==> config.mk <==
export PLATFORM = sky130hd
export DESIGN_NAME = s27ag_front_flat
export DESIGN_NICKNAME = d
export VERILOG_FILES = /design/src/rtl/s27ag_pkg.sv /design/src/rtl/s27ag_if.sv /design/src/rtl/s27ag_front.sv /design/src/flat_wrapper.sv
export SDC_FILE = /design/constraint.sdc
export NUM_CORES = 1
export LEC_CHECK = 0
export ABC_AREA = 0
export BUFFER_PORTS_ARGS = -buffer_cell sky130_fd_sc_hd__buf_2
export CORE_MARGIN = 2
export CORE_UTILIZATION = 30
export CTS_BUF_LIST = sky130_fd_sc_hd__clkbuf_16
export DETAILED_ROUTE_END_ITERATION = 16
export SLEW_MARGIN = 20
export SYNTH_ARGS = -nofsm -noshare
export SYNTH_HDL_FRONTEND = slang
export SYNTH_SLANG_ARGS = --single-unit
==> constraint.sdc <==
create_clock -name clk -period 7.8 [get_ports clk]
set_input_delay 0.78 -clock clk [delete_from_list [all_inputs] [get_ports clk]]
set_output_delay 0.78 -clock clk [all_outputs]
set_load 0.01 [all_outputs]
==> src/rtl/s27ag_pkg.sv <==
// Shared types and constants for the 27-point stencil address generator.
package s27ag_pkg;

	localparam int DIM_W      = 11;
	localparam int EB_W       = 7;
	localparam int SWEEP_W    = 16;
	localparam int ADDR_W     = 37;
	localparam int CFG_IDX_W  = 3;
	localparam int CFG_DATA_W = 16;
	localparam int NEIGHBOURS = 27;

	localparam logic [DIM_W-1:0] MAX_DIM = 11'd1024;

	// register indexes
	localparam logic [CFG_IDX_W-1:0] REG_SIZE_X        = 3'd0;
	localparam logic [CFG_IDX_W-1:0] REG_SIZE_Y        = 3'd1;
	localparam logic [CFG_IDX_W-1:0] REG_SIZE_Z        = 3'd2;
	localparam logic [CFG_IDX_W-1:0] REG_ELEMENT_BYTES = 3'd3;
	localparam logic [CFG_IDX_W-1:0] REG_Z_BEGIN       = 3'd4;
	localparam logic [CFG_IDX_W-1:0] REG_Z_END         = 3'd5;
	localparam logic [CFG_IDX_W-1:0] REG_SWEEP_COUNT   = 3'd6;

	// register reset values
	localparam logic [DIM_W-1:0]   SIZE_RST        = 11'd10;
	localparam logic [EB_W-1:0]    EB_RST          = 7'd8;
	localparam logic [DIM_W-1:0]   Z_BEGIN_RST     = 11'd0;
	localparam logic [DIM_W-1:0]   Z_END_RST       = 11'd10;
	localparam logic [SWEEP_W-1:0] SWEEP_COUNT_RST = 16'd1;

	// settings as the datapath sees them, extents already clamped
	typedef struct packed {
		logic [DIM_W-1:0]   nx;
		logic [DIM_W-1:0]   ny;
		logic [DIM_W-1:0]   nz;
		logic [EB_W-1:0]    eb;
		logic [DIM_W-1:0]   z_begin;
		logic [DIM_W-1:0]   z_end;
		logic [SWEEP_W-1:0] sweep_count;
	} cfg_t;

	// one classified point, front to back
	typedef struct packed {
		logic             stencil;
		logic [DIM_W-1:0] cx;
		logic [DIM_W-1:0] cy;
		logic [DIM_W-1:0] cz;
		logic             last_sweep;
		logic             done;
	} cmd_t;

	function automatic logic [DIM_W-1:0] clamp_dim(input logic [DIM_W-1:0] v);
		return (v > MAX_DIM) ? MAX_DIM : v;
	endfunction

endpackage

==> src/rtl/s27ag_if.sv <==
// Channel interfaces: advance input, request output, configuration writes.
interface s27ag_adv_if;
	logic valid;
	logic ready;
	logic restart;
	modport source(output valid, output restart, input ready);
	modport sink(input valid, input restart, output ready);
endinterface


==> src/rtl/s27ag_front.sv <==
// Front end: takes advance words, walks the centre point, classifies each point.
module s27ag_front import s27ag_pkg::*; (
	input  logic       clk,
	input  logic       arst_n,
	s27ag_adv_if.sink  advance,
	input  cfg_t       cfg,
	input  logic       q_full,
	output logic       push,
	output cmd_t       cmd
);

	logic [DIM_W-1:0]   cx_q, cy_q, cz_q;
	logic [SWEEP_W-1:0] sweeps_q;
	logic [DIM_W-1:0]   cx_n, cy_n, cz_n, z_start;
	logic [SWEEP_W-1:0] sweeps_n, sweeps_inc;
	logic               empty, adv_x, adv_y, adv_z, ends;

	assign advance.ready = !q_full;
	assign push          = advance.valid && !q_full;

	assign z_start    = cfg.z_begin + 11'd1;
	assign sweeps_inc = sweeps_q + 16'd1;
	assign empty      = (cfg.nx < 11'd3) || (cfg.ny < 11'd3) ||
	                    ({1'b0, cfg.z_end} < ({1'b0, cfg.z_begin} + 12'd3));
	assign adv_x      = ({1'b0, cx_q} + 12'd1) < ({1'b0, cfg.nx} - 12'd1);
	assign adv_y      = ({1'b0, cy_q} + 12'd1) < ({1'b0, cfg.ny} - 12'd1);
	assign adv_z      = ({1'b0, cz_q} + 12'd1) < ({1'b0, cfg.z_end} - 12'd1);

	always_comb begin
		cx_n           = cx_q;
		cy_n           = cy_q;
		cz_n           = cz_q;
		sweeps_n       = sweeps_q;
		ends           = 1'b0;
		cmd.stencil    = 1'b0;
		cmd.cx         = cx_q;
		cmd.cy         = cy_q;
		cmd.cz         = cz_q;
		cmd.last_sweep = 1'b0;
		cmd.done       = 1'b1;
		if (advance.restart) begin
			cx_n     = 11'd1;
			cy_n     = 11'd1;
			cz_n     = z_start;
			sweeps_n = '0;
			cmd.done = (cfg.sweep_count == '0);
		end else if (sweeps_q == cfg.sweep_count) begin
			cmd.done = 1'b1;
		end else if (empty) begin
			sweeps_n       = sweeps_inc;
			cmd.last_sweep = 1'b1;
			cmd.done       = (sweeps_inc == cfg.sweep_count);
		end else begin
			if (adv_x) begin
				cx_n = cx_q + 11'd1;
			end else begin
				cx_n = 11'd1;
				if (adv_y) begin
					cy_n = cy_q + 11'd1;
				end else begin
					cy_n = 11'd1;
					if (adv_z) begin
						cz_n = cz_q + 11'd1;
					end else begin
						cz_n = z_start;
						ends = 1'b1;
					end
				end
			end
			sweeps_n       = ends ? sweeps_inc : sweeps_q;
			cmd.stencil    = 1'b1;
			cmd.last_sweep = ends;
			cmd.done       = (sweeps_n == cfg.sweep_count);
		end
	end

	always_ff @(posedge clk or negedge arst_n) begin
		if (!arst_n) begin
			cx_q     <= 11'd1;
			cy_q     <= 11'd1;
			cz_q     <= Z_BEGIN_RST + 11'd1;
			sweeps_q <= '0;
		end else if (push) begin
			cx_q     <= cx_n;
			cy_q     <= cy_n;
			cz_q     <= cz_n;
			sweeps_q <= sweeps_n;
		end
	end

endmodule

==> src/flat_wrapper.sv <==
// flat-port wrapper written by rule: the top's interface ports become plain ports
module s27ag_front_flat import s27ag_pkg::*;
  (clk, arst_n, cfg, q_full, push, cmd, advance_valid, advance_restart, advance_ready);
  s27ag_adv_if advance_i ();
  input  logic clk;
  input  logic arst_n;
  input  cfg_t cfg;
  input  logic q_full;
  output logic push;
  output cmd_t cmd;
  input wire logic [$bits(advance_i.valid)-1:0] advance_valid;
  input wire logic [$bits(advance_i.restart)-1:0] advance_restart;
  output wire logic [$bits(advance_i.ready)-1:0] advance_ready;
  assign advance_i.valid = advance_valid;
  assign advance_i.restart = advance_restart;
  assign advance_ready = advance_i.ready;
  s27ag_front u_core (.clk(clk), .arst_n(arst_n), .advance(advance_i), .cfg(cfg), .q_full(q_full), .push(push), .cmd(cmd));
endmodule
---- Yosys cells after proc, flatten, opt, wreduce, memory -nomap -nowiden ----
Cells that the tools add are included.
storage, ports and cells
  bits in registers ....................... 49
  input bits .............................. 83
  output and inout bits ................... 38
  logic and storage cells ................. 71
operators by class
  add/sub/neg operators ................... 12
  order comparisons ....................... 6
  equal/unequal tests ..................... 7
  mux-type cells .......................... 33
  reduce and logical (&&, ||, !) cells .... 9
operators with widths
  cell                   number
  $mux 11                15
  $mux 16                4
  $eq 16x16->1           3
  $add 11x1->11 const B  4
  $add 11x1->12 const B  3
  $lt 12x12->1           3
  $sub 11x1->12 const B  3
  $lt 11x2->1 const B    2
  $add 16x1->16 const B  1
  $logic_not 16->1       1
  $mux 1                 13
  $add 11x2->12 const B  1
  $lt 11x12->1           1
  $ne 2x2->1 const B     4
  $reduce_and 5->1       1
  $reduce_and 4->1       1
  $reduce_and 3->1       1
  $logic_or 1x1->1       2
  $mux 2                 1
  $reduce_and 2->1       1
  $logic_and 1x1->1      1
  $logic_not 1->1        1

---- Logic depth before layout (Yosys ltp) ----
  depth after elaboration ................. 13
  gate-level depth with buffers ........... 18
  depth with buffers taken out ............ 16

---- Worst setup path after synthesis ----
No wires, ideal clock.
  path kind ............................... input to output
  from .................................... input port cfg[61] in the netlist's numbering
  to ...................................... output port cmd[0] in the netlist's numbering
  data arrival time ....................... 3778 ps
  data required time ...................... 7020 ps
  slack ................................... 3242 ps
  cell stages on the path ................. 17
  buffers on the path ..................... 2
  cell sequence ........................... nor4_2 -> nor2b_1 -> nand2_1 -> nor3_1 -> xnor2_1 -> ha_1 -> a21o_1 -> a21o_1 -> a21oi_1 -> o21ai_4 -> a31oi_4 -> buf_6 -> buf_6 -> a21oi_1 -> o32ai_1 -> o221ai_2 -> o31ai_2
RTL lines
  element      line                text
  from (decl)  flat_wrapper.sv:7   input cfg_t cfg;
  to (decl)    flat_wrapper.sv:10  output cmd_t cmd;

==> impl_metrics.json <==
{
  "ioPinCount": 121,
  "hp-start": "u_core.sweeps_q[13]",
  "yosys-top-cells-count": "nand2_1, nor2_1, o21ai_0",
  "antenna_found_initial": 1,
  "switching_share": 0.412,
  "synth.most_common_cell": "nand2_1",
  "hold_class": "flop to flop",
  "die-area_um2": 19800,
  "clock_skew_ns": 0.00872,
  "irDropWorstVdd_uv": 120,
  "dpl-instance-area_um2": 6260,
  "clk_latency_ns": 0.30,
  "hold_violations": 0,
  "yosysSeqAreaShare": 0.219,
  "worstMarginPinSlew_ns": 0.817,
  "ys_async_sr_fraction": 1.00,
  "die_y_um": 141,
  "core_um2": 18500,
  "port_buffers": 102,
  "cts_made_buffers": 5,
  "ant_nets": 0,
  "path_clk_slew_ns": 0.07,
  "place.gp.congestion": 0.870,
  "p_switching_uw": 435,
  "synthFlopType": "dfrtp_1",
  "postCtsSetupBuffers": 0,
  "synth.top_cell.area_share": 0.205,
  "end_kind": "primary output",
  "worst-setup-path-type": "flop to primary output",
  "hold_buffers": 0,
  "timing.rr.start": "u_core.cx_q[0]",
  "drive_gt1_frac": 0.180,
  "initial_core_util": 0.303,
  "crit_fanout": 29,
  "overflow": 0,
  "yosys_warnings": 0,
  "cp-start-kind": "flop",
  "vias_per_cell": 5.20,
  "tns_ns": 0,
  "finalPower_uw": 1060,
  "period_share": 0.701,
  "crit_start": "u_core.cy_q[0]",
  "leakage_uw": 0.00284,
  "crit_required_ns": 7.02,
  "synth_area_um2": 5620,
  "tritoncts": "built",
  "ys_types": 71,
  "wl_per_cell_um": 14.8,
  "p_int_uw": 620,
  "routed_wl_mm": 15.2,
  "rows": 50,
  "max-cap-violations": 0,
  "clockPowerShare": 0.217,
  "layout.nets": 930,
  "grt_usage": 0.155,
  "h-tree-depth": 2,
  "synth_area_leaders": "dfrtp_1, ha_1, xnor2_1",
  "syn-num-nets": 850,
  "pwr-share-comb": 0.436,
  "worstPathArrival_ns": 4.68,
  "grt_start_max_net_pins": 50,
  "final_core_util": 0.346,
  "fp.dieW_um": 141,
  "rsz0062_at_grt": "false",
  "ys_ff_latch": 49,
  "grt_pass1_vias": 5023,
  "synth_largest_area_cell": "dfrtp_1",
  "pwr-share-seq": 0.347,
  "status": "complete, no violations",
  "cts-root-buf": "clkbuf_16",
  "fill_cells": 1963,
  "vias": 5364,
  "area_delta_synth_final_pct": 14.0,
  "setup_ws_ns": 2.34,
  "setup_viol": 0,
  "clock.fmax_mhz": 183,
  "synth_edf_count": 0,
  "cts_resized": 0,
  "maxSlewHeadroom": 0.455,
  "place_ws_ns": 2.45,
  "syn_avg_cell_area_um2": 7.86,
  "route.detailed.drc": 0,
  "grt_pass1_wl_mm": 25.2,
  "cts_max_path_buffers": 2,
  "dp_hpwl_mm": 11.9,
  "dr.pass1.iters": 5,
  "design_area_um2": 6400,
  "finalMaxSlewViolations": 0,
  "syn_inst": 715,
  "clock-sinks": 49,
  "p_per_area_nw_per_um2": 165,
  "drt-initial-drc-count": 188,
  "finalCriticalPeriod_ns": 5.46
}
==> power groups by stage <==
| stage | Combinational (µW) | Sequential [µW] | Clock, µW |
|---|---|---|---|
| 3_3_place_gp | 457 | 370 | 0 |
| 3_5_place_dp | 463 | 371 | 0 |
| 2_1_floorplan | 307 | 372 | 0 |
| 4_1_cts | 467 | 366 | 238 |
| 5_1_grt | 527 | 377 | 248 |
| 6_report | 460 | 366 | 229 |
==> cells in the final DEF (no fill, tap or decap), types with 5 or more instances in the layout <==
cell and count:
a211oi_1 6, nand2_1 69, o211ai_1 6, nor4_1 8
xor2_1 39, o21ai_1 6, nor2b_1 9, xnor2_1 51
dfrtp_1 46, nor3_1 13, ha_1 52, nand4_1 12
a21o_1 7, nand2b_1 19, o31ai_1 16, buf_2 102
nand3_1 34, clkbuf_16 5, o41ai_1 6, inv_1 23
a31oi_1 6, a21oi_1 36, or2_2 5, and3_1 20
o21ai_0 59, nor2_1 65
==> area by class of cell <==
cell class | count | area, µm² | share of cell area
Clock inverter | 3 | 21.3 | 0.00332
Inverter | 24 | 90.1 | 0.0141
Tap cell | 234 | 293 | 0.0457
Sequential cell | 49 | 1230 | 0.192
Timing Repair Buffer | 104 | 526 | 0.0820
Antenna cell | 1 | 2.50 | 0.000391
Clock buffer | 5 | 125 | 0.0195
Multi-Input combinational cell | 611 | 4120 | 0.643
==> logic make-up after synthesis <==
| logic type | synth area share |
|---|---|
| AO/OA/AOI/OAI | 0.208 |
| XOR/XNOR | 0.140 |
| adder cells (fa/ha/maj) | 0.116 |
| buffers and inverters | 0.0479 |
| flip-flops | 0.219 |
| multiplexers | 0.0131 |
| AND/OR/NAND/NOR | 0.256 |
==> registers in the layout (all words and copies together) (netlist names) <==
register	cells
u_core.cx_q	11
u_core.sweeps_q	16
u_core.cz_q	11
u_core.cy_q	11
==> worst max-delay path, cell delays in order (launching register included) <==
cell	delay, ns
dfstp_2	0.60
ha_1	0.25
nand3_1	0.16
nor2_1	0.23
and3_1	0.27
nand3_1	0.12
xnor2_1	0.16
ha_1	0.31
nand4_1	0.15
o21ai_4	0.38
a31oi_4	0.36
or4_1	0.60
a22oi_1	0.19
nand4_1	0.17
o31ai_2	0.23
buf_2	0.17
==> per-stage QoR <==
stage | hold slack (ns) | instances
floorplan | 0.483 | 715
finish | 0.537 | 1031
CTS | 0.530 | 1030
global route | 0.567 | 1030
detailed placement | 0.520 | 1022
global placement | 0.511 | 1022
==> path summary, 6_finish.rpt <==
| check | to | slack (ns) | depth (start not counted) |
|---|---|---|---|
| max | cmd[0] | 2.34 | 15 |
| min | u_core.sweeps_q[13] | 0.54 | 1 |
| max reg2reg | u_core.cz_q[8] | 3.42 | 14 |
| min reg2reg | u_core.sweeps_q[13] | 0.54 | 1 |
| max in group asynchronous | u_core.cy_q[1] | 6.73 | 2 |
| min in group asynchronous | u_core.sweeps_q[15] | 0.60 | 2 |
==> per-layer routing <==
layer / global-route usage / share of wire / up-vias
met3: 0.0316 / 0.047 / 15
met5: 0 / 0 / -
met2: 0.250 / 0.45 / 111
met1: 0.212 / 0.48 / 2507
li1: - / - / 2731
met4: 0.0389 / 0.015 / 0
Note: power is estimated with default switching activity, not from simulation.
