[config.mk]
export PLATFORM = sky130hd
export DESIGN_NAME = s27ag_queue
export DESIGN_NICKNAME = d
export VERILOG_FILES = /design/src/rtl/s27ag_pkg.sv /design/src/rtl/s27ag_queue.sv
export SDC_FILE = /design/constraint.sdc
export NUM_CORES = 1
export LEC_CHECK = 0
export BUFFER_PORTS_ARGS = -buffer_cell sky130_fd_sc_hd__buf_2
export CAP_MARGIN = 20
export CELL_PAD_IN_SITES_DETAIL_PLACEMENT = 0
export CELL_PAD_IN_SITES_GLOBAL_PLACEMENT = 1
export CORE_ASPECT_RATIO = 1.75
export CORE_MARGIN = 2
export CORE_UTILIZATION = 30
export CTS_CLUSTER_DIAMETER = 60
export CTS_CLUSTER_SIZE = 24
export DETAILED_ROUTE_END_ITERATION = 10
export PLACE_DENSITY_LB_ADDON = 0.1
export SYNTH_ARGS = -nofsm -noshare
export SYNTH_HDL_FRONTEND = slang
export SYNTH_SLANG_ARGS = --single-unit
export TNS_END_PERCENT = 30
[constraint.sdc]
create_clock -name clk -period 6.8 [get_ports clk]
set_input_delay 0.34 -clock clk [delete_from_list [all_inputs] [get_ports clk]]
set_output_delay 0.34 -clock clk [all_outputs]
set_load 0.03 [all_outputs]
[src/rtl/s27ag_pkg.sv]
// Shared types and constants for the 27-point stencil address generator.
package s27ag_pkg;

	localparam int DIM_W      = 11;
	localparam int EB_W       = 7;
	localparam int SWEEP_W    = 16;
	localparam int ADDR_W     = 37;
	localparam int CFG_IDX_W  = 3;
	localparam int CFG_DATA_W = 16;
	localparam int NEIGHBOURS = 27;

	localparam logic [DIM_W-1:0] MAX_DIM = 11'd1024;

	// register indexes
	localparam logic [CFG_IDX_W-1:0] REG_SIZE_X        = 3'd0;
	localparam logic [CFG_IDX_W-1:0] REG_SIZE_Y        = 3'd1;
	localparam logic [CFG_IDX_W-1:0] REG_SIZE_Z        = 3'd2;
	localparam logic [CFG_IDX_W-1:0] REG_ELEMENT_BYTES = 3'd3;
	localparam logic [CFG_IDX_W-1:0] REG_Z_BEGIN       = 3'd4;
	localparam logic [CFG_IDX_W-1:0] REG_Z_END         = 3'd5;
	localparam logic [CFG_IDX_W-1:0] REG_SWEEP_COUNT   = 3'd6;

	// register reset values
	localparam logic [DIM_W-1:0]   SIZE_RST        = 11'd10;
	localparam logic [EB_W-1:0]    EB_RST          = 7'd8;
	localparam logic [DIM_W-1:0]   Z_BEGIN_RST     = 11'd0;
	localparam logic [DIM_W-1:0]   Z_END_RST       = 11'd10;
	localparam logic [SWEEP_W-1:0] SWEEP_COUNT_RST = 16'd1;

	// settings as the datapath sees them, extents already clamped
	typedef struct packed {
		logic [DIM_W-1:0]   nx;
		logic [DIM_W-1:0]   ny;
		logic [DIM_W-1:0]   nz;
		logic [EB_W-1:0]    eb;
		logic [DIM_W-1:0]   z_begin;
		logic [DIM_W-1:0]   z_end;
		logic [SWEEP_W-1:0] sweep_count;
	} cfg_t;

	// one classified point, front to back
	typedef struct packed {
		logic             stencil;
		logic [DIM_W-1:0] cx;
		logic [DIM_W-1:0] cy;
		logic [DIM_W-1:0] cz;
		logic             last_sweep;
		logic             done;
	} cmd_t;

	function automatic logic [DIM_W-1:0] clamp_dim(input logic [DIM_W-1:0] v);
		return (v > MAX_DIM) ? MAX_DIM : v;
	endfunction

endpackage

[src/rtl/s27ag_queue.sv]
// Small FIFO of classified points between front and back end.
module s27ag_queue import s27ag_pkg::*; #(
	parameter int DEPTH = 2
) (
	input  logic clk,
	input  logic arst_n,
	input  logic push,
	input  cmd_t push_data,
	output logic full,
	input  logic pop,
	output logic valid,
	output cmd_t head
);

	localparam int PTR_W = (DEPTH > 1) ? $clog2(DEPTH) : 1;
	localparam int CNT_W = $clog2(DEPTH + 1);

	cmd_t             mem_q [DEPTH];
	logic [PTR_W-1:0] wr_ptr_q, rd_ptr_q;
	logic [CNT_W-1:0] count_q;
	logic             do_push, do_pop;

	assign full    = (count_q == CNT_W'(DEPTH));
	assign valid   = (count_q != '0);
	assign head    = mem_q[rd_ptr_q];
	assign do_push = push && !full;
	assign do_pop  = pop && valid;

	always_ff @(posedge clk) begin
		if (do_push) begin
			mem_q[wr_ptr_q] <= push_data;
		end
	end

	always_ff @(posedge clk or negedge arst_n) begin
		if (!arst_n) begin
			wr_ptr_q <= '0;
			rd_ptr_q <= '0;
			count_q  <= '0;
		end else begin
			if (do_push) begin
				wr_ptr_q <= (wr_ptr_q == PTR_W'(DEPTH - 1)) ? '0 : wr_ptr_q + 1'b1;
			end
			if (do_pop) begin
				rd_ptr_q <= (rd_ptr_q == PTR_W'(DEPTH - 1)) ? '0 : rd_ptr_q + 1'b1;
			end
			if (do_push && !do_pop) begin
				count_q <= count_q + 1'b1;
			end else if (do_pop && !do_push) begin
				count_q <= count_q - 1'b1;
			end
		end
	end

endmodule

# == Word level (Yosys, flattened, before mapping) ==
# Memories as Yosys holds them, arrays and structs flattened.
# Cells that the tools add are included.
# classes
n_eq_ne,1
reduce_logical,9
muxes,6
n_addsub,4
# op_table
op,n
logical AND 1 bit,4
2-to-1 mux 1 bit,4
2-to-1 mux 2 bit,2
nonzero test 2 bit,2
logical NOT 1 bit,3
"adder 1 bit, second input constant",2
"adder 2 x 1 -> 2 bit, second input constant",1
"equality test 2 bit, second input constant",1
"subtractor 2 x 1 -> 2 bit, second input constant",1
# totals
memories,1
mem_bits_rw,72
output_inout_bits,38
wordCells,24
input_bits,40
regBits,4
# memory_table
name,words,width,read_ports,rd_clocked_by_memory_dff,wr,line,text
mem_q,2,36,1,0,1,s27ag_queue.sv:18,cmd_t mem_q [DEPTH];

# == Depth between registers and ports, before layout ==
# Gate-level depths: netlist of the first run.
# depth
word_depth,7
depth_mapped,7

# == Worst setup path before layout of the first run ==
# OpenSTA, ideal clock, no wires.
# synth_path
path_type,reg-to-reg
from,register count_q[0]
to,"memory mem_q[0][0] (netlist name), enable pin"
arrival_ns,2.143
n_path_buf,0
setup_time_ns,0.429
period_less_slack_ns,2.572
slack_ns,4.228
path_stages_with_launch,4
path_cell_list,dfrtp_1 -> nand2b_1 -> nand2_1 -> nor2_1
# synth_between
elab_chain_cells,5
# synth_rtl
element,line,text
"start, declared",s27ag_queue.sv:20,logic [CNT_W-1:0] count_q;
"start signal, assigned",s27ag_queue.sv:48,count_q <= count_q + 1'b1;
"start signal, assigned",s27ag_queue.sv:50,count_q <= count_q - 1'b1;
equality test 2 bit,s27ag_queue.sv:23,assign full = (count_q == CNT_W'(DEPTH));
logical NOT 1 bit,s27ag_queue.sv:26,assign do_push = push && !full;
logical AND 1 bit,s27ag_queue.sv:26,
2-to-1 mux 1 bit,s27ag_queue.sv:30,if (do_push) begin
2-to-1 mux 1 bit (implied by the code),s27ag_queue.sv:31,mem_q[wr_ptr_q] <= push_data;
"end, declared",s27ag_queue.sv:18,
# No other way between the ends.

==> flow_metrics.py, run 1 <==
metrics = {
    "run_status": {
        "outcome": "completed",
    },
    "worst_hold_path": {
        "min-delay-start": "push_data[19]",
        "hold_path_class": "in -> reg",
    },
    "clock_network": {
        "insertion_delay_ns": 0.32,
        "path_clk_slew_ns": 0.05,
        "cts_tree": "done",
        "cts_buffers": 9,
        "cts_buffer_depth": 2,
        "cts.sinks": 76,
        "cts_max_level": 3,
        "ctsResizeCount": 0,
        "cts-root-buf": "clkbuf_16",
    },
    "synth": {
        "yosysWarnings": 0,
        "ys_ff_latch": 76,
        "async_reset_ff_share_pct": 5.263,
        "yosysTopAreaCell": "edfxtp_1",
        "synth_commonest_cells": "edfxtp_1, mux2_4, mux2_2",
        "syn_inst": 131,
        "synth_top_area_share_pct": 73.34,
        "yosysUniqueCellTypes": 16,
        "syn_nets": 172,
        "synth-edff-count": 72,
        "synth.most_common_cell": "edfxtp_1",
        "avgSynthCellArea_um2": 22.50,
        "ys.flop_type": "edfxtp_1",
        "seq_area_frac_synth_pct": 76.74,
        "synth_area_um2": 2948,
        "ys_top_cells_by_area": "edfxtp_1, mux2_4, dfrtp_1",
    },
    "timing": {
        "worst_pin_slew_ns": 0.9082,
        "post-route-period-util_pct": 30.25,
        "skew_ns": 0.003415,
        "setup_viol": 0,
        "finalHoldViolCount": 0,
        "slew_headroom_pct": 39.45,
        "min_period_ns": 2.057,
        "rsz0062_at_grt": "no",
        "final.setup.tns_ns": 0,
        "slew_violations": 0,
        "max_freq_ghz": 0.4862,
    },
    "worst_setup_path": {
        "crit_path_start": "rd_ptr_q$_DFFE_PN0P_",
        "path_max_fanout": 27,
        "r2r-start": "count_q[0]$_DFFE_PN0P_",
        "cp-end-kind": "output pin",
        "required_ns": 6.46,
        "criticalPathCategory": "reg -> out",
        "worstSetupStartpointType": "register",
        "worstPathArrival_ns": 1.72,
    },
    "drt": {
        "antenna_left": 0,
        "drc": 0,
        "routed_wl_um": 5283,
        "drt-initial-drc-count": 86,
        "via_per_inst": 4.235,
        "dr.pass1.iters": 4,
        "vias": 1457,
        "avgRoutedWirePerCell_um": 15.36,
    },
    "grt": {
        "overflow": 0,
        "grt_usage_pct": 10.52,
        "grt_pass1_wl_um": 8128,
        "grt_pass1_vias": 1650,
        "antenna_found_initial": 0,
        "grt_max_degree": 38,
    },
    "die": {
        "core_um2": 9527,
        "ios": 78,
        "die_area_um2": 10670,
        "die_h_um": 135.1,
        "initial_core_util_pct": 30.94,
        "die_w_um": 78.93,
        "rows": 47,
    },
    "power": {
        "p_total_mw": 1.764,
        "power_density_nw_per_um2": 473.2,
        "ir_drop_mv": 0.2013,
        "p_leak_nw": 1.483,
    },
    "finish": {
        "drive_gt1_share_pct": 58.56,
        "fin_util_pct": 39.13,
        "synthToLayoutAreaGrowth_pct": 26.44,
        "num_antenna_cells": 0,
        "nets": 259,
    },
    "placement": {
        "dp_hpwl_um": 3438,
        "routabilityCongestion": 0.6185,
        "port_buffers": 77,
    },
    "flow_run": {
        "maxCapViolCount": 0,
    },
}
==> layer usage <==
layer	wire, µm	up-vias	global-route usage (%)
met1	1832	719	10.17
li1	-	678	-
met5	0	-	0
met4	123	0	6.034
met3	312	9	3.467
met2	3014	51	19.14
==> sequential cells by signal, summed over array words and instances, names as in the netlist <==
| signal | cells |
|---|---|
| count_q | 2 |
| rd_ptr_q | 1 |
| mem_q | 72 |
| wr_ptr_q | 1 |
==> path summary, 6_finish.rpt <==
path,to,slack [ns],cells past startpoint
setup / recovery,head[20],4.74,3
hold / removal,mem_q[0][19]$_DFFE_PP_,0.20,1
setup reg to reg,mem_q[1][4]$_DFFE_PP_,5.05,2
hold reg to reg,count_q[1]$_DFFE_PN0P_,0.51,1
max in group asynchronous,rd_ptr_q$_DFFE_PN0P_,6.31,2
min in group asynchronous,count_q[1]$_DFFE_PN0P_,0.35,2
==> through the flow <==
| step | worst slack (ns) | area, µm² | instances | hold WS [ns] |
|---|---|---|---|---|
| after floorplan | 4.228 | 2948 | 131 | 0.04441 |
| after detailed placement | 4.704 | 3425 | 326 | 0.1563 |
| after global placement | 4.758 | 3425 | 326 | 0.1451 |
| after global routing | 4.646 | 3727 | 344 | 0.1919 |
| after CTS | 4.344 | 3687 | 342 | 0.1888 |
| final | 4.743 | 3727 | 344 | 0.2042 |
==> what timing repair did <==
| action | 4_1_cts | 5_1_grt |
|---|---|---|
| endpoints found under the hold margin | 4 | 0 |
| setup buffers | 0 | 0 |
| hold buffers | 1 | 0 |
==> kinds of logic (layout without fill, tap and decap cells) <==
kind of cell	Yosys count	count (layout)	share of synthesized area [%]
DFF	76	76	76.74
muxes	36	36	17.45
and+or+nand+nor	7	7	1.231
buffers and inverters	6	97	2.674
xor gates and xnor gates	5	5	1.486
adders and majority gates	1	1	0.4244
==> cell type report <==
type,count,area (µm²)
fillers,929,5799
repair buffers,80,435.4
well taps,122,152.6
flip-flops and latches,76,2263
multi-input cells,49,615.6
inverters,2,7.507
clock inverters,2,12.51
clock buffers,13,240.2
==> power breakdown <==
group          total (mW)  internal, mW  leakage (nW)  switching [mW]
Sequential          0.694         0.644         0.714          0.0493
Clock               0.406         0.244         0.120           0.161
Combinational       0.664         0.267         0.649           0.398
Total                1.76          1.16          1.48           0.608
==> worst max-delay path: stages (launching register included) <==
cell and delay (ns):
dfrtp_2 0.58, buf_12 0.27, mux2_2 0.36, buf_2 0.18
==> cells in the final DEF (no fill, tap or decap) <==
cell / instances
buf_2: 77
edfxtp_1: 72
mux2_4: 29
clkbuf_16: 9
mux2_2: 7
clkbuf_1: 4
xnor2_1: 3
dfrtp_1: 3
inv_1: 2
xor2_1: 2
buf_12: 2
or2_1: 1
nand2b_1: 1
nand2_1: 1
nand2_2: 1
and3_2: 1
nor2_4: 1
nor2_1: 1
ha_1: 1
clkinvlp_4: 1
clkinv_2: 1
dlygate4sd3_1: 1
dfrtp_2: 1
(Power assumes the default switching activity.)
==> inputs of run 2 (changes only) <==
- ABC_AREA: default -> 1
- clock period: 6.8 -> 2.01 ns (I/O delays scaled with it)
==> run 2 against run 1 <==
First-iteration DRC count up 3.5%. Worst setup slack worse by 4.4 ns. Cell area up 8.9%. Synthesized cell count up 67%. Global-route usage up 2.1 points. Via count up 32%. Synthesized area down 2.5%. Largest cell class unchanged.
==> flow_metrics.py, run 2 <==
metrics = {
    "timing": {
        "skew_ns": 0.003399,
        "slew_headroom_pct": 71.52,
        "setup_viol": 0,
        "worst_pin_slew_ns": 0.4227,
        "post-route-period-util_pct": 80.57,
        "slew_violations": 0,
        "max_freq_ghz": 0.6175,
        "min_period_ns": 1.619,
        "rsz0062_at_grt": "no",
        "finalHoldViolCount": 0,
        "final.setup.tns_ns": 0,
    },
    "power": {
        "p_leak_nw": 1.753,
        "power_density_nw_per_um2": 1500,
        "intPower_mw": 3.674,
        "swShare_pct": 39.66,
        "pwr-share-clk_pct": 22.5,
        "ir_drop_mv": 0.6730,
        "p_comb_share_pct": 40.5,
        "power_frac_seq_pct": 37.1,
        "switching_power_mw": 2.415,
    },
    "drt": {
        "antenna_left": 0,
        "vias": 1927,
        "drt-initial-drc-count": 89,
        "avgRoutedWirePerCell_um": 12.85,
        "routed_wl_um": 6041,
        "via_per_inst": 4.100,
        "drc": 0,
        "dr.pass1.iters": 4,
    },
    "finish": {
        "multi_input_area_um2": 523.0,
        "synthToLayoutAreaGrowth_pct": 41.17,
        "layout_commonest_cell": "nand2_1",
        "largest_register_ffs": 72,
        "final_cell_mix": "nand2_1, buf_2, edfxtp_1",
        "nets": 384,
        "regArea_um2": 2262,
        "num_antenna_cells": 0,
        "fillers": 925,
        "fin_util_pct": 43.14,
        "drive_gt1_share_pct": 28.74,
        "largest-register": "mem_q",
        "top_regs": "mem_q x72, count_q x2",
    },
    "die": {
        "die_w_um": 78.01,
        "die_area_um2": 10410,
        "die_h_um": 133.5,
        "ios": 78,
        "rows": 47,
        "core_um2": 9409,
        "initial_core_util_pct": 30.56,
    },
    "worst_hold_path": {
        "holdPathEnd": "rd_ptr_q$_DFFE_PN0P_",
        "min_path_cells": 3,
        "hold_path_class": "in -> reg",
        "min-delay-start": "pop",
    },
    "clock_network": {
        "insertion_delay_ns": 0.32,
        "cts_setup_buffers": 0,
        "cts_buffers": 9,
        "cts.sinks": 76,
        "cts-root-buf": "clkbuf_16",
        "cts_hold_buffers": 37,
        "ctsResizeCount": 0,
        "cts_tree": "done",
        "cts_max_level": 3,
        "path_clk_slew_ns": 0.05,
        "cts_buffer_depth": 2,
    },
    "flow_run": {
        "maxCapViolCount": 0,
    },
    "worst_setup_path": {
        "cp-end-kind": "output pin",
        "r2r-start": "count_q[1]$_DFFE_PN0P_",
        "r2r_slack_ns": 0.50,
        "required_ns": 1.91,
        "worstSetupStartpointType": "register",
        "worstPathArrival_ns": 1.52,
        "r2r-end": "mem_q[1][29]$_DFFE_PP_",
        "rr_worst_depth": 4,
        "criticalPathCategory": "reg -> out",
        "path_max_fanout": 22,
    },
    "synth": {
        "ys.flop_type": "edfxtp_1",
        "seq_area_frac_synth_pct": 78.68,
        "yosysTopAreaCell": "edfxtp_1",
        "synth_commonest_cells": "nand2_1, edfxtp_1, inv_1",
        "synth-edff-count": 72,
        "avgSynthCellArea_um2": 13.13,
        "syn_nets": 260,
        "yosysWarnings": 0,
        "ys_top_cells_by_area": "edfxtp_1, nand2_1, dfrtp_1",
        "synth_top_area_share_pct": 75.20,
        "synth.most_common_cell": "nand2_1",
        "yosysUniqueCellTypes": 16,
        "syn_inst": 219,
        "ys_ff_latch": 76,
        "async_reset_ff_share_pct": 5.263,
        "synth_area_um2": 2875,
    },
    "grt": {
        "grt_usage_pct": 12.59,
        "grt_max_degree": 38,
        "grt_pass1_wl_um": 9549,
        "overflow": 0,
        "antenna_found_initial": 0,
        "grt_pass1_vias": 1936,
    },
    "placement": {
        "dp_hpwl_um": 4020,
        "routabilityCongestion": 0.7315,
        "port_buffers": 77,
    },
    "run_status": {
        "outcome": "completed",
    },
}
run 2: cell count changes after synthesis, moves of 2 or more:
cell     previous run  this run
nand2_1             1       117
mux2_4             29         0
mux2_2              7         0
inv_1               2         6
buf_12              3         0
buf_4               0         3
buf_6               1         4
inv_2               0         2
nand3_1             0         2
xnor2_1             3         1
xor2_1              2         0
run 2: power by group through the flow:
stage	clock network, mW	logic (mW)	registers (mW)
2_1_floorplan	0	1.72	2.28
3_5_place_dp	0	2.48	2.29
5_1_grt	1.48	2.71	2.29
6_report	1.37	2.47	2.26
4_1_cts	1.41	2.54	2.26
3_3_place_gp	0	2.47	2.28
run 2: worst max-delay path by stage:
stage | from | to | slack (ns) | cells past startpoint
after floorplan | count_q[1]$_DFFE_PN0P_ | mem_q[1][0]$_DFFE_PP_ | 0.05 | 3
after global placement | count_q[1]$_DFFE_PN0P_ | mem_q[1][0]$_DFFE_PP_ | 0.52 | 4
after detailed placement | count_q[1]$_DFFE_PN0P_ | mem_q[1][28]$_DFFE_PP_ | 0.50 | 4
after CTS | rd_ptr_q$_DFFE_PN0P_ | head[22] | 0.31 | 5
after global routing | rd_ptr_q$_DFFE_PN0P_ | head[14] | 0.30 | 4
final | rd_ptr_q$_DFFE_PN0P_ | head[22] | 0.39 | 5
run 2: area by class of cell:
class	count	share of cell area (%)
well taps	122	3.761
flip-flops and latches	76	55.73
multi-input cells	128	12.89
repair buffers	120	20.65
clock buffers	12	5.826
inverters	8	0.7398
clock inverters	4	0.4007
run 2: worst max-delay path, stage by stage, from the launching register on:
cell     delay, ns
dfrtp_1       0.38
inv_2         0.26
buf_12        0.22
nand2_1       0.06
nand2_1       0.08
buf_2         0.20
run 2: per-stage QoR:
step	setup slack (ns)	instance area [µm²]	std cells	hold WS, ns	power, mW
CTS	0.3149	4059	470	0.06786	6.213
finish	0.3906	4059	470	0.06986	6.090
global route	0.2962	4059	470	0.08346	6.481
global placement	0.5244	3436	417	-0.08066	4.749
floorplan	0.04811	2878	219	-0.1951	4.005
detailed placement	0.4955	3436	417	-0.08149	4.768
run 2: layer usage:
| layer | up-vias | share of wire (%) | GRT usage, % |
|---|---|---|---|
| met1 | 884 | 37 | 11.84 |
| met5 | - | 0 | 0 |
| met2 | 50 | 55 | 23.52 |
| met4 | 0 | 3.0 | 6.823 |
| li1 | 980 | - | - |
| met3 | 13 | 5.0 | 3.997 |
run 2: kinds of logic after synthesis:
kind of cell / synth area share [%]
compound gates: 0.1739
xor+xnor: 0.3047
fa+ha+maj: 0.4351
buf+inv: 3.394
flops: 78.68
simple gates: 17.01
==> inputs of run 3 (changes only) <==
- ABC_AREA: 1 -> 0
- clock period: 2.01 -> 1.5 ns (I/O delays scaled with it)
==> run 3 against run 2 <==
Flip-flop and latch count unchanged. Clock skew decreased by 0.0012 ns. First-iteration DRC count increased by 3.4%. Largest cell class unchanged. Largest power group unchanged.
==> flow_metrics.py, run 3 (synthesis gave the netlist of run 1 again) <==
metrics = {
    "timing": {
        "skew_ns": 0.002202,
        "slew_violations": 0,
        "finalHoldViolCount": 0,
        "worst_slack_ns": 0.003485,
        "worst_pin_slew_ns": 0.1701,
        "rsz0062_at_grt": "yes",
        "post-route-period-util_pct": 99.77,
        "setup_viol": 0,
        "max_freq_ghz": 0.6682,
        "min_period_ns": 1.497,
        "whs_ns": 0.03566,
        "slew_headroom_pct": 88.66,
    },
    "power": {
        "p_leak_nw": 1.820,
        "power_density_nw_per_um2": 2086,
        "ir_drop_mv": 1.529,
    },
    "worst_setup_path": {
        "r2r-start": "count_q[0]$_DFFE_PN0P_",
        "r2r_slack_ns": 0.06,
        "rr_worst_depth": 6,
        "crit_path_cell_trace": "buf_12 -> mux2_2 -> buf_6",
        "path_max_fanout": 18,
        "cp-end-kind": "output pin",
        "crit_family": "flip-flops",
        "criticalPathCategory": "reg -> out",
        "required_ns": 1.42,
        "cp_slowest_cell": "dfrtp_2",
        "cp.buffers_inverters": 2,
        "worstPathArrival_ns": 1.42,
        "worstSetupStartpointType": "register",
        "r2r-end": "count_q[1]$_DFFE_PN0P_",
        "max_stage_delay_ns": 0.40,
    },
    "finish": {
        "final_cell_mix": "edfxtp_1, buf_2, dlygate4sd3_1",
        "largest_register_ffs": 72,
        "synthToLayoutAreaGrowth_pct": 52.84,
        "largest-register": "mem_q",
        "layout_commonest_cell": "edfxtp_1",
        "nets": 302,
        "drive_gt1_share_pct": 54.51,
        "fillers": 876,
        "num_antenna_cells": 0,
        "top_regs": "mem_q x72, count_q x2",
    },
    "clock_network": {
        "cts-root-buf": "clkbuf_16",
        "cts_buffer_depth": 2,
        "cts_tree": "done",
        "cts.sinks": 76,
        "cts_buffers": 9,
        "cts_max_level": 3,
        "insertion_delay_ns": 0.32,
        "path_clk_slew_ns": 0.05,
    },
    "run_status": {
        "outcome": "completed",
    },
    "die": {
        "die_h_um": 135.1,
        "die_w_um": 78.93,
        "ios": 78,
        "rows": 47,
        "initial_core_util_pct": 30.94,
        "core_um2": 9527,
        "die_area_um2": 10670,
    },
    "drt": {
        "vias": 1620,
        "dr.pass1.iters": 4,
        "antenna_left": 0,
        "drt-initial-drc-count": 92,
        "avgRoutedWirePerCell_um": 14.80,
        "routed_wl_um": 5742,
        "drc": 0,
        "via_per_inst": 4.175,
    },
    "grt": {
        "grt_pass1_vias": 1842,
        "antenna_found_initial": 0,
        "overflow": 0,
        "grt_max_degree": 20,
        "grt_pass1_wl_um": 8990,
        "grt_usage_pct": 11.71,
    },
    "placement": {
        "dp_hpwl_um": 3856,
        "port_buffers": 77,
        "routabilityCongestion": 0.5896,
        "place_ws_ns": 0.06979,
    },
    "worst_hold_path": {
        "hold_path_class": "in -> reg",
        "min-delay-start": "pop",
        "min_path_cells": 3,
        "holdPathEnd": "rd_ptr_q$_DFFE_PN0P_",
    },
    "flow_run": {
        "maxCapViolCount": 0,
    },
}
==> run 3: changes by cell type in the layout (fill, tap and decap cells not counted), moves of 3 or more <==
cell      delta
dfrtp_2      +3
buf_2       -36
nand2_1    -117
dfrtp_1      -3
buf_6       +35
clkinv_1     -3
mux2_4      +34
buf_12       +3
inv_1        -3
==> run 3: per-stage QoR <==
stage / util [%] / TNS, ns / cells / area [µm²] / power, mW
6_report: 47.29 / 0 / 388 / 4506 / 9.399
5_1_grt: 47.29 / -0.6674 / 388 / 4506 / 9.837
4_1_cts: 46.53 / -0.1730 / 385 / 4433 / 9.348
3_5_place_dp: 37.37 / 0 / 332 / 3560 / 6.509
3_3_place_gp: 37.37 / 0 / 332 / 3560 / 6.402
2_1_floorplan: - / -2.015 / 131 / 2972 / 5.637
==> run 3: final cells by class <==
cell class | instances | area (µm²) | area share [%]
clock buffer | 10 | 229.0 | 5.082
clock inverter | 6 | 78.83 | 1.750
inverter | 2 | 7.507 | 0.1666
multi-input combinational | 49 | 651.9 | 14.47
sequential | 76 | 2266 | 50.29
tap | 122 | 152.6 | 3.388
timing repair buffer | 123 | 1120 | 24.85
==> run 3: power breakdown <==
part,total [mW],switching (mW),internal [mW]
combinational,4.11,2.07,2.04
sequential,3.09,0.177,2.92
clock,2.20,0.756,1.44
total,9.40,3.00,6.40
==> run 3: layer usage <==
layer	wire [µm]	track usage [%]	up-vias
met1	2133	11.80	792
met5	0	0	-
li1	-	-	766
met4	142	6.034	0
met2	3167	21.13	52
met3	298	3.867	10
==> run 3: timing repair <==
item / in CTS / in global routing
endpoints found under the hold margin: 76 / 0
setup buffers: 0 / 3
hold buffers: 37 / 0
endpoints found under the setup margin: 36 / 37
gates resized for setup: 64 / 15
==> run 3: tightest hold or removal path: stages <==
cell,delay [ns]
buf_2,0.11
nand2_2,0.08
xnor2_1,0.06
==> run 3: worst max-delay path by stage <==
stage / start / endpoint / slack, ns / depth (start not counted)
after floorplan: count_q[0]$_DFFE_PN0P_ / mem_q[0][0]$_DFFE_PP_ / -0.06 / 3
after global placement: count_q[0]$_DFFE_PN0P_ / count_q[1]$_DFFE_PN0P_ / 0.14 / 6
after detailed placement: count_q[0]$_DFFE_PN0P_ / count_q[1]$_DFFE_PN0P_ / 0.07 / 6
after CTS: rd_ptr_q$_DFFE_PN0P_ / head[15] / -0.04 / 3
after global routing: rd_ptr_q$_DFFE_PN0P_ / head[20] / -0.05 / 3
final: rd_ptr_q$_DFFE_PN0P_ / head[20] / 0.003 / 3
